--- src/design/srld_pkg.sv ---
// ----------------------------------------------------------------------------
// srld_pkg
// Shared types, character codes and lamp word tables for the status report
// light decoder.
// ----------------------------------------------------------------------------
package srld_pkg;

   // Character codes that steer the line parser.
   localparam logic [7:0] CHAR_OPEN  = 8'h3C;  // '<'
   localparam logic [7:0] CHAR_BAR   = 8'h7C;  // '|'
   localparam logic [7:0] CHAR_CLOSE = 8'h3E;  // '>'
   localparam logic [7:0] CHAR_CR    = 8'h0D;
   localparam logic [7:0] CHAR_LF    = 8'h0A;

   // Field length saturates here; no exact word is longer than five.
   localparam logic [2:0] LEN_SAT = 3'd6;

   // Lamp indexes within the match flags.
   localparam int LAMP_COUNT = 4;
   localparam int LAMP_IDLE  = 0;
   localparam int LAMP_RUN   = 1;
   localparam int LAMP_HOLD  = 2;
   localparam int LAMP_ALARM = 3;
   localparam int WORD_MAX   = 5;

   // Lamp words, first character in the low byte.
   localparam logic [8*WORD_MAX-1:0] LAMP_WORD [LAMP_COUNT] = '{
      40'h00_65_6C_64_49,   // Idle
      40'h00_00_6E_75_52,   // Run
      40'h00_64_6C_6F_48,   // Hold
      40'h6D_72_61_6C_41    // Alarm
   };
   localparam logic [2:0] LAMP_LEN [LAMP_COUNT] = '{3'd4, 3'd3, 3'd4, 3'd5};
   localparam logic [LAMP_COUNT-1:0] LAMP_EXACT = 4'b1011;

   // Line parser phase.
   typedef enum logic [1:0] {
      PH_START  = 2'd0,
      PH_FIELD  = 2'd1,
      PH_CLOSED = 2'd2,
      PH_OTHER  = 2'd3
   } phase_type;

   // Lamp bits of one result.
   typedef struct packed {
      logic alarm_on;
      logic hold_on;
      logic run_on;
      logic idle_on;
   } lamps_type;

   // Result handed from the decoder to the output register.
   typedef struct packed {
      logic      load;
      lamps_type lamps;
   } result_type;

   // Returns whether a word stays matched after character c at position pos.
   function automatic logic char_keep(input int unsigned k, input logic [2:0] pos,
                                      input logic [7:0] c);
      logic keep;
      keep = !LAMP_EXACT[k];
      if (pos < LAMP_LEN[k]) begin
         keep = 1'b0;
         for (int i = 0; i < WORD_MAX; i++) begin
            if (pos == i[2:0] && c == LAMP_WORD[k][8*i +: 8]) begin
               keep = 1'b1;
            end
         end
      end
      return keep;
   endfunction

endpackage

--- src/design/srld_channels.sv ---
// ----------------------------------------------------------------------------
// srld_channels
// Valid/ready channel interfaces for incoming text bytes and lamp results.
// ----------------------------------------------------------------------------

// Request channel: one received character per request.
interface srld_req_if;
   logic       valid;
   logic       ready;
   logic [7:0] rx_byte;

   modport source (output valid, output rx_byte, input ready);
   modport sink (input valid, input rx_byte, output ready);
endinterface

// Result channel: four lamp bits per finished status line.
interface srld_rsp_if;
   logic valid;
   logic ready;
   logic idle_on;
   logic run_on;
   logic hold_on;
   logic alarm_on;

   modport source (output valid, output idle_on, output run_on, output hold_on,
                   output alarm_on, input ready);
   modport sink (input valid, input idle_on, input run_on, input hold_on,
                 input alarm_on, output ready);
endinterface

--- src/design/srld_in_stage.sv ---
// ----------------------------------------------------------------------------
// srld_in_stage
// Input register that holds one accepted character until the decoder
// consumes it.
// ----------------------------------------------------------------------------
module srld_in_stage (
   input  logic       clock,
   input  logic       reset,
   input  logic       req_valid,
   input  logic [7:0] req_rx_byte,
   output logic       req_ready,
   input  logic       advance,
   output logic       byte_valid,
   output logic [7:0] byte_data
);

   logic       valid_ff, valid_in;
   logic [7:0] byte_ff;

   // A new request is taken whenever the held one is empty or leaves now.
   assign req_ready = !valid_ff || advance;
   assign valid_in  = (req_valid && req_ready) || (valid_ff && !advance);

   always_ff @(posedge clock) begin
      if (reset) begin
         valid_ff <= 1'b0;
      end else begin
         valid_ff <= valid_in;
      end
   end

   // Payload loads on acceptance only.
   always_ff @(posedge clock) begin
      if (req_valid && req_ready) begin
         byte_ff <= req_rx_byte;
      end
   end

   assign byte_valid = valid_ff;
   assign byte_data  = byte_ff;

endmodule

--- src/design/srld_decode.sv ---
// ----------------------------------------------------------------------------
// srld_decode
// Per-character line parser: tracks the line phase and the prefix match of
// the first field, and forms the lamp bits when a status line ends.
// ----------------------------------------------------------------------------
module srld_decode (
   input  logic                  clock,
   input  logic                  reset,
   input  logic                  advance,
   input  logic [7:0]            byte_data,
   output srld_pkg::result_type  result
);

   srld_pkg::phase_type                  phase_ff, phase_in;
   logic [2:0]                           length_ff, length_in;
   logic [srld_pkg::LAMP_COUNT-1:0]      flags_ff, flags_in;
   logic [srld_pkg::LAMP_COUNT-1:0]      prior_ff, prior_in;
   logic                                 close_ff, close_in;

   logic                                 is_cr, is_lf, take_char;
   logic                                 use_prior;
   logic [srld_pkg::LAMP_COUNT-1:0]      char_flags, sel_flags;
   logic [2:0]                           sel_len;

   assign is_cr = (byte_data == srld_pkg::CHAR_CR);
   assign is_lf = (byte_data == srld_pkg::CHAR_LF);

   // A field character is any ordinary byte inside the first field but the bar.
   assign take_char = !is_cr && !is_lf && (phase_ff == srld_pkg::PH_FIELD)
                      && (byte_data != srld_pkg::CHAR_BAR);

   // Match flags after this character, one compare per lamp word.
   always_comb begin
      for (int k = 0; k < srld_pkg::LAMP_COUNT; k++) begin
         char_flags[k] = flags_ff[k] && srld_pkg::char_keep(k, length_ff, byte_data);
      end
   end

   // Next phase.
   always_comb begin
      phase_in = phase_ff;
      if (is_lf) begin
         phase_in = srld_pkg::PH_START;
      end else if (!is_cr) begin
         unique case (phase_ff)
            srld_pkg::PH_START: begin
               phase_in = (byte_data == srld_pkg::CHAR_OPEN) ? srld_pkg::PH_FIELD
                                                              : srld_pkg::PH_OTHER;
            end
            srld_pkg::PH_FIELD: begin
               if (byte_data == srld_pkg::CHAR_BAR) begin
                  phase_in = srld_pkg::PH_CLOSED;
               end
            end
            srld_pkg::PH_CLOSED,
            srld_pkg::PH_OTHER: begin
               phase_in = phase_ff;
            end
            default: begin
               phase_in = phase_ff;
            end
         endcase
      end
   end

   // Field match state; a line feed starts everything over.
   always_comb begin
      length_in = length_ff;
      flags_in  = flags_ff;
      prior_in  = prior_ff;
      close_in  = close_ff;
      if (is_lf) begin
         length_in = '0;
         flags_in  = '1;
         prior_in  = '1;
         close_in  = 1'b0;
      end else if (take_char) begin
         prior_in  = flags_ff;
         flags_in  = char_flags;
         length_in = (length_ff < srld_pkg::LEN_SAT) ? length_ff + 3'd1 : length_ff;
         close_in  = (byte_data == srld_pkg::CHAR_CLOSE);
      end
   end

   always_ff @(posedge clock) begin
      if (reset) begin
         phase_ff  <= srld_pkg::PH_START;
         length_ff <= '0;
         flags_ff  <= '1;
         prior_ff  <= '1;
         close_ff  <= 1'b0;
      end else if (advance) begin
         phase_ff  <= phase_in;
         length_ff <= length_in;
         flags_ff  <= flags_in;
         prior_ff  <= prior_in;
         close_ff  <= close_in;
      end
   end

   // Without a bar, a trailing close mark is dropped from the field.
   assign use_prior = (phase_ff == srld_pkg::PH_FIELD) && close_ff && (length_ff != 3'd0);
   assign sel_flags = use_prior ? prior_ff : flags_ff;
   assign sel_len   = use_prior ? length_ff - 3'd1 : length_ff;

   // Lamp bits and load strobe for the output register.
   always_comb begin
      result.load = advance && is_lf
                    && (phase_ff == srld_pkg::PH_FIELD || phase_ff == srld_pkg::PH_CLOSED);
      result.lamps.idle_on  = sel_flags[srld_pkg::LAMP_IDLE]
                              && (sel_len == srld_pkg::LAMP_LEN[srld_pkg::LAMP_IDLE]);
      result.lamps.run_on   = sel_flags[srld_pkg::LAMP_RUN]
                              && (sel_len == srld_pkg::LAMP_LEN[srld_pkg::LAMP_RUN]);
      result.lamps.hold_on  = sel_flags[srld_pkg::LAMP_HOLD]
                              && (sel_len >= srld_pkg::LAMP_LEN[srld_pkg::LAMP_HOLD]);
      result.lamps.alarm_on = sel_flags[srld_pkg::LAMP_ALARM]
                              && (sel_len == srld_pkg::LAMP_LEN[srld_pkg::LAMP_ALARM]);
   end

   // The field length never passes its saturation point.
   a_length_sat: assert property (@(posedge clock) disable iff (reset)
      length_ff <= srld_pkg::LEN_SAT)
      else $error("field length above saturation");

   // A processed line feed leaves a fresh line behind.
   a_lf_clears: assert property (@(posedge clock) disable iff (reset)
      advance && is_lf |=> phase_ff == srld_pkg::PH_START && length_ff == 3'd0
                           && flags_ff == '1)
      else $error("line feed did not clear the line state");

   // A result is only formed from a line feed that is being processed.
   a_load_on_lf: assert property (@(posedge clock) disable iff (reset)
      result.load |-> advance && is_lf)
      else $error("result load without line feed");

   // Before the first field opens, nothing is counted.
   a_start_empty: assert property (@(posedge clock) disable iff (reset)
      phase_ff == srld_pkg::PH_START |-> length_ff == 3'd0 && !close_ff)
      else $error("line start with field state");

endmodule

--- src/design/srld_rsp_stage.sv ---
// ----------------------------------------------------------------------------
// srld_rsp_stage
// Output register that holds one lamp result until the consumer takes it.
// ----------------------------------------------------------------------------
module srld_rsp_stage (
   input  logic                 clock,
   input  logic                 reset,
   input  srld_pkg::result_type result,
   output logic                 out_free,
   output logic                 rsp_valid,
   input  logic                 rsp_ready,
   output srld_pkg::lamps_type  rsp_lamps
);

   logic                valid_ff, valid_in;
   srld_pkg::lamps_type lamps_ff;

   // The register can take a new result when empty or emptied this cycle.
   assign out_free = !valid_ff || rsp_ready;
   assign valid_in = result.load || (valid_ff && !rsp_ready);

   always_ff @(posedge clock) begin
      if (reset) begin
         valid_ff <= 1'b0;
      end else begin
         valid_ff <= valid_in;
      end
   end

   always_ff @(posedge clock) begin
      if (result.load) begin
         lamps_ff <= result.lamps;
      end
   end

   assign rsp_valid = valid_ff;
   assign rsp_lamps = lamps_ff;

endmodule

--- src/design/status_report_light_decoder_top.sv ---
// The request carrying the line feed is accepted into the input register, and
// the output register loads the lamp result when the parser advances on it.
// Throughput: one character per cycle while no result stalls; each byte passes
// once through the input register, the line parser and the output register.
// A stalled result holds the parser, and new requests back up behind it.
// Reset (synchronous, active high) empties both registers and starts a fresh line.
// ----------------------------------------------------------------------------
// status_report_light_decoder_top
// Decodes status text lines into four lamp bits: idle, run, hold and alarm.
// ----------------------------------------------------------------------------
module status_report_light_decoder_top (
   input  logic              clock,
   input  logic              reset,
   srld_req_if.sink          req_ch,
   srld_rsp_if.source        rsp_ch
);

   logic                 advance;
   logic                 out_free;
   logic                 byte_valid;
   logic [7:0]           byte_data;
   srld_pkg::result_type result;
   srld_pkg::lamps_type  rsp_lamps;
   logic                 rsp_valid;

   // The parser moves whenever a character is held and the output can take it.
   assign advance = byte_valid && out_free;

   srld_in_stage u_in_stage (
      .clock       (clock),
      .reset       (reset),
      .req_valid   (req_ch.valid),
      .req_rx_byte (req_ch.rx_byte),
      .req_ready   (req_ch.ready),
      .advance     (advance),
      .byte_valid  (byte_valid),
      .byte_data   (byte_data)
   );

   srld_decode u_decode (
      .clock     (clock),
      .reset     (reset),
      .advance   (advance),
      .byte_data (byte_data),
      .result    (result)
   );

   srld_rsp_stage u_rsp_stage (
      .clock     (clock),
      .reset     (reset),
      .result    (result),
      .out_free  (out_free),
      .rsp_valid (rsp_valid),
      .rsp_ready (rsp_ch.ready),
      .rsp_lamps (rsp_lamps)
   );

   // Result channel payload.
   assign rsp_ch.valid    = rsp_valid;
   assign rsp_ch.idle_on  = rsp_lamps.idle_on;
   assign rsp_ch.run_on   = rsp_lamps.run_on;
   assign rsp_ch.hold_on  = rsp_lamps.hold_on;
   assign rsp_ch.alarm_on = rsp_lamps.alarm_on;

endmodule
--- src/flat_wrapper.sv ---
// flat-port wrapper written by rule: the top's interface ports become plain ports
module status_report_light_decoder_top_flat 
  (clock, reset, req_ch_valid, req_ch_rx_byte, req_ch_ready, rsp_ch_valid, rsp_ch_idle_on, rsp_ch_run_on, rsp_ch_hold_on, rsp_ch_alarm_on, rsp_ch_ready);
  srld_req_if req_ch_i ();
  srld_rsp_if rsp_ch_i ();
  input  logic clock;
  input  logic reset;
  input wire logic [$bits(req_ch_i.valid)-1:0] req_ch_valid;
  input wire logic [$bits(req_ch_i.rx_byte)-1:0] req_ch_rx_byte;
  output wire logic [$bits(req_ch_i.ready)-1:0] req_ch_ready;
  output wire logic [$bits(rsp_ch_i.valid)-1:0] rsp_ch_valid;
  output wire logic [$bits(rsp_ch_i.idle_on)-1:0] rsp_ch_idle_on;
  output wire logic [$bits(rsp_ch_i.run_on)-1:0] rsp_ch_run_on;
  output wire logic [$bits(rsp_ch_i.hold_on)-1:0] rsp_ch_hold_on;
  output wire logic [$bits(rsp_ch_i.alarm_on)-1:0] rsp_ch_alarm_on;
  input wire logic [$bits(rsp_ch_i.ready)-1:0] rsp_ch_ready;
  assign req_ch_i.valid = req_ch_valid;
  assign req_ch_i.rx_byte = req_ch_rx_byte;
  assign req_ch_ready = req_ch_i.ready;
  assign rsp_ch_valid = rsp_ch_i.valid;
  assign rsp_ch_idle_on = rsp_ch_i.idle_on;
  assign rsp_ch_run_on = rsp_ch_i.run_on;
  assign rsp_ch_hold_on = rsp_ch_i.hold_on;
  assign rsp_ch_alarm_on = rsp_ch_i.alarm_on;
  assign rsp_ch_i.ready = rsp_ch_ready;
  status_report_light_decoder_top u_core (.clock(clock), .reset(reset), .req_ch(req_ch_i), .rsp_ch(rsp_ch_i));
endmodule
--- config.mk ---
export PLATFORM = sky130hd
export DESIGN_NAME = status_report_light_decoder_top_flat
export DESIGN_NICKNAME = d
export VERILOG_FILES = /design/src/design/srld_pkg.sv /design/src/design/srld_channels.sv /design/src/design/srld_in_stage.sv /design/src/design/srld_decode.sv /design/src/design/srld_rsp_stage.sv /design/src/design/status_report_light_decoder_top.sv /design/src/flat_wrapper.sv
export SDC_FILE = /design/constraint.sdc
export NUM_CORES = 1
export LEC_CHECK = 0
export BUFFER_PORTS_ARGS = -buffer_cell sky130_fd_sc_hd__buf_2
export CAP_MARGIN = 15
export CORE_MARGIN = 10
export CORE_UTILIZATION = 30
export CTS_BUF_LIST = sky130_fd_sc_hd__clkbuf_8
export DETAILED_ROUTE_END_ITERATION = 10
export PLACE_DENSITY = 0.57
export RECOVER_POWER = 50
export SYNTH_ARGS = -nofsm -noshare
export SYNTH_HDL_FRONTEND = slang
export SYNTH_SLANG_ARGS = --single-unit
--- constraint.sdc ---
create_clock -name clock -period 2.4 [get_ports clock]
set_input_delay 0.72 -clock clock [delete_from_list [all_inputs] [get_ports clock]]
set_output_delay 0.72 -clock clock [all_outputs]
set_load 0.05 [all_outputs]
==> flow_summary.yaml <==
route:
  vias_per_cell: 5.257
  ant_nets: 0
  drt-total-wl_um: 4161
  vias: 1472
  route.detailed.drc: 0
  wl_per_cell_um: 14.86
  drt_iter0_markers: 102
  dr.pass1.iters: 4
sta:
  clock_skew_ps: 8.782
  setup_violations: 0
  worstMarginPinSlew_ps: 627.3
  fin_crit_sh_pct: 86.75
  slew_headroom_pct: 57.74
  slew_violations: 0
  hold_viol_final: 0
  fin_ws_ps: 318.1
  max_freq_mhz: 480.3
  timing.hold.ws_ps: 499.8
  post-route-min-period_ps: 2082
  rsz0062_at_grt: "no"
  fin_tns_setup_ps: 0
place:
  place_area_um2: 1927
  placedCellCount: 276
  dp_hpwl_um: 3156
  portBuffers: 17
  place.gp.congestion: 0.9088
  dpl_worst_slack_ps: 168.9
hold_path:
  hp-class: "reg -> reg"
setup_path:
  slowest_delay_ps: 520
  crit_path_end_kind: "flip-flop"
  crit_type: "reg -> reg"
  required_ps: 2620
  critPathLaunchType: "flip-flop"
  worstPathCellList: "nand4bb_4 -> o21ai_4 -> or4b_4 -> or3_1 -> a21oi_2"
  critPathMaxFanout: 10
  crit_slowest_cell: "edfxtp_1"
  cp.arrival_ps: 2310
final_layout:
  n_antenna_cell: 0
  utilization_pct: 35.52
  final_cell_mix: "17 x nand2_1, 16 x dfxtp_1, 15 x nor2_1"
  final_common_cell: "nand2_1"
  nets: 230
  area_growth_pct: 12.91
  final_cell_area_um2: 1992
  drive_gt1_share_pct: 17.31
  final_cells: 280
power_and_ir_drop:
  p_leak_nw: 0.6822
  peakVddDrop_mv: 0.4262
  power_mw: 1.047
  power_density_nw_per_um2: 525.8
clock_tree:
  clockBufferDepth: 2
  clock_sinks: 28
  cts_buffers: 3
  cts_hold_buf: 0
  tritoncts: "built"
  cts_setup_buffers: 0
  clk_latency_ps: 280
  ctsHtreeMaxLevel: 1
  ctsResizeCount: 0
  clk_pin_slew_ps: 100
  root_buffer: "clkbuf_8"
logic_synthesis:
  async_flop_share_pct: 0
  synth_seq_cells: 28
  syn_inst: 191
  syn_nets: 212
  synth.cell_area_um2: 1764
  synth-edff-count: 12
  ys.flop_type: "dfxtp_1"
  yosysTopAreaCell: "edfxtp_1"
  synth.area.top_cells: "edfxtp_1 20%, dfxtp_1 18%, ha_1 6.4%"
  ys_warn_count: 0
  yosysUniqueCellTypes: 55
  ys_seq_area_share_pct: 38.58
  synth_top_area_share_pct: 20.43
  postSynthAreaPerCell_um2: 9.237
die:
  initial_core_util_pct: 31.46
  std_cell_rows: 27
  die_area_um2: 9348
  die_h_um: 96.69
  ioPinCount: 18
  die_w_um: 96.69
  coreArea_um2: 5608
grt:
  grt_pass1_vias: 1488
  grt_first_pass_wirelength_um: 7383
  grt_max_degree: 17
  grt_usage_pct: 8.953
  grt_antenna_before_repair: 0
  grt-ovfl-total: 0
outcome:
  status: "complete, no violations"
flow_run:
  cap_viol_max_count: 0
==> sequential cells by signal, indices dropped and copies added (netlist names) <==
register                      cells
u_core.u_decode.close_ff          1
u_core.u_decode.flags_ff          4
u_core.u_decode.length_ff         3
u_core.u_decode.phase_ff          2
u_core.u_decode.prior_ff          4
u_core.u_in_stage.byte_data       8
u_core.u_in_stage.byte_valid      1
u_core.u_rsp_stage.rsp_lamps      4
u_core.u_rsp_stage.rsp_valid      1
==> synthesized netlist by cell type (all sizes together), types with 2 or more instances <==
cell type,n
a211oi,2
a21oi,10
and2,3
buf,5
clkbuf,5
dfxtp,16
edfxtp,12
ha,9
inv,6
nand2,17
nand2b,3
nand3,14
nand4,4
nand4b,2
nor2,15
nor2b,5
nor3,6
nor4,2
nor4b,3
o211ai,6
o21ai,12
o21bai,4
o311ai,2
o31ai,2
or3,3
or4,3
or4b,2
==> report_power, final <==
part	leakage (nW)	switching [mW]	internal, mW
clock	0.0357	0.151	0.223
sequential	0.236	0.0370	0.516
combinational	0.411	0.0639	0.0564
total	0.682	0.252	0.796
==> path summary, 6_finish.rpt <==
path | start | endpoint | slack (ps) | cells after the start
max | u_core.u_in_stage.byte_data[0] | u_core.u_decode.phase_ff[1] | 320 | 5
min | u_core.u_decode.close_ff | u_core.u_decode.close_ff | 500 | 2
max reg2reg | u_core.u_in_stage.byte_data[0] | u_core.u_decode.phase_ff[1] | 320 | 5
min reg2reg | u_core.u_decode.close_ff | u_core.u_decode.close_ff | 500 | 2
==> critical path, delay by kind of cell, from the launching register on <==
kind	cells	cell delay, ps
and+or+nand+nor	3	1190
DFF	1	520
AOI/OAI and AO/OA	2	310
==> kinds of logic after synthesis <==
kind of cell	count (synthesis)	synth area share, %
and+or+nand+nor	89	30.99
AOI/OAI and AO/OA	47	18.72
DFF	28	38.58
buffers and inverters	17	4.751
adders and majority gates	9	6.383
muxes	1	0.5674
==> per-layer routing <==
layer	vias to the layer above	global-route usage (%)	part of all wire, %
met5	-	0	0
met4	0	2.593	1.7
met1	686	11.88	49
met3	4	2.058	4.0
met2	33	14.01	45
li1	749	-	-
==> area by class of cell <==
type	instances	area (um^2)
clock inverter	1	30.03
timing repair buffer	23	123.9
fill	612	3616
tap	72	90.09
clock buffer	3	41.29
multi-input combinational	146	999.7
inverter	7	26.28
sequential	28	680.7
Note: power is estimated with default switching activity, not from simulation.
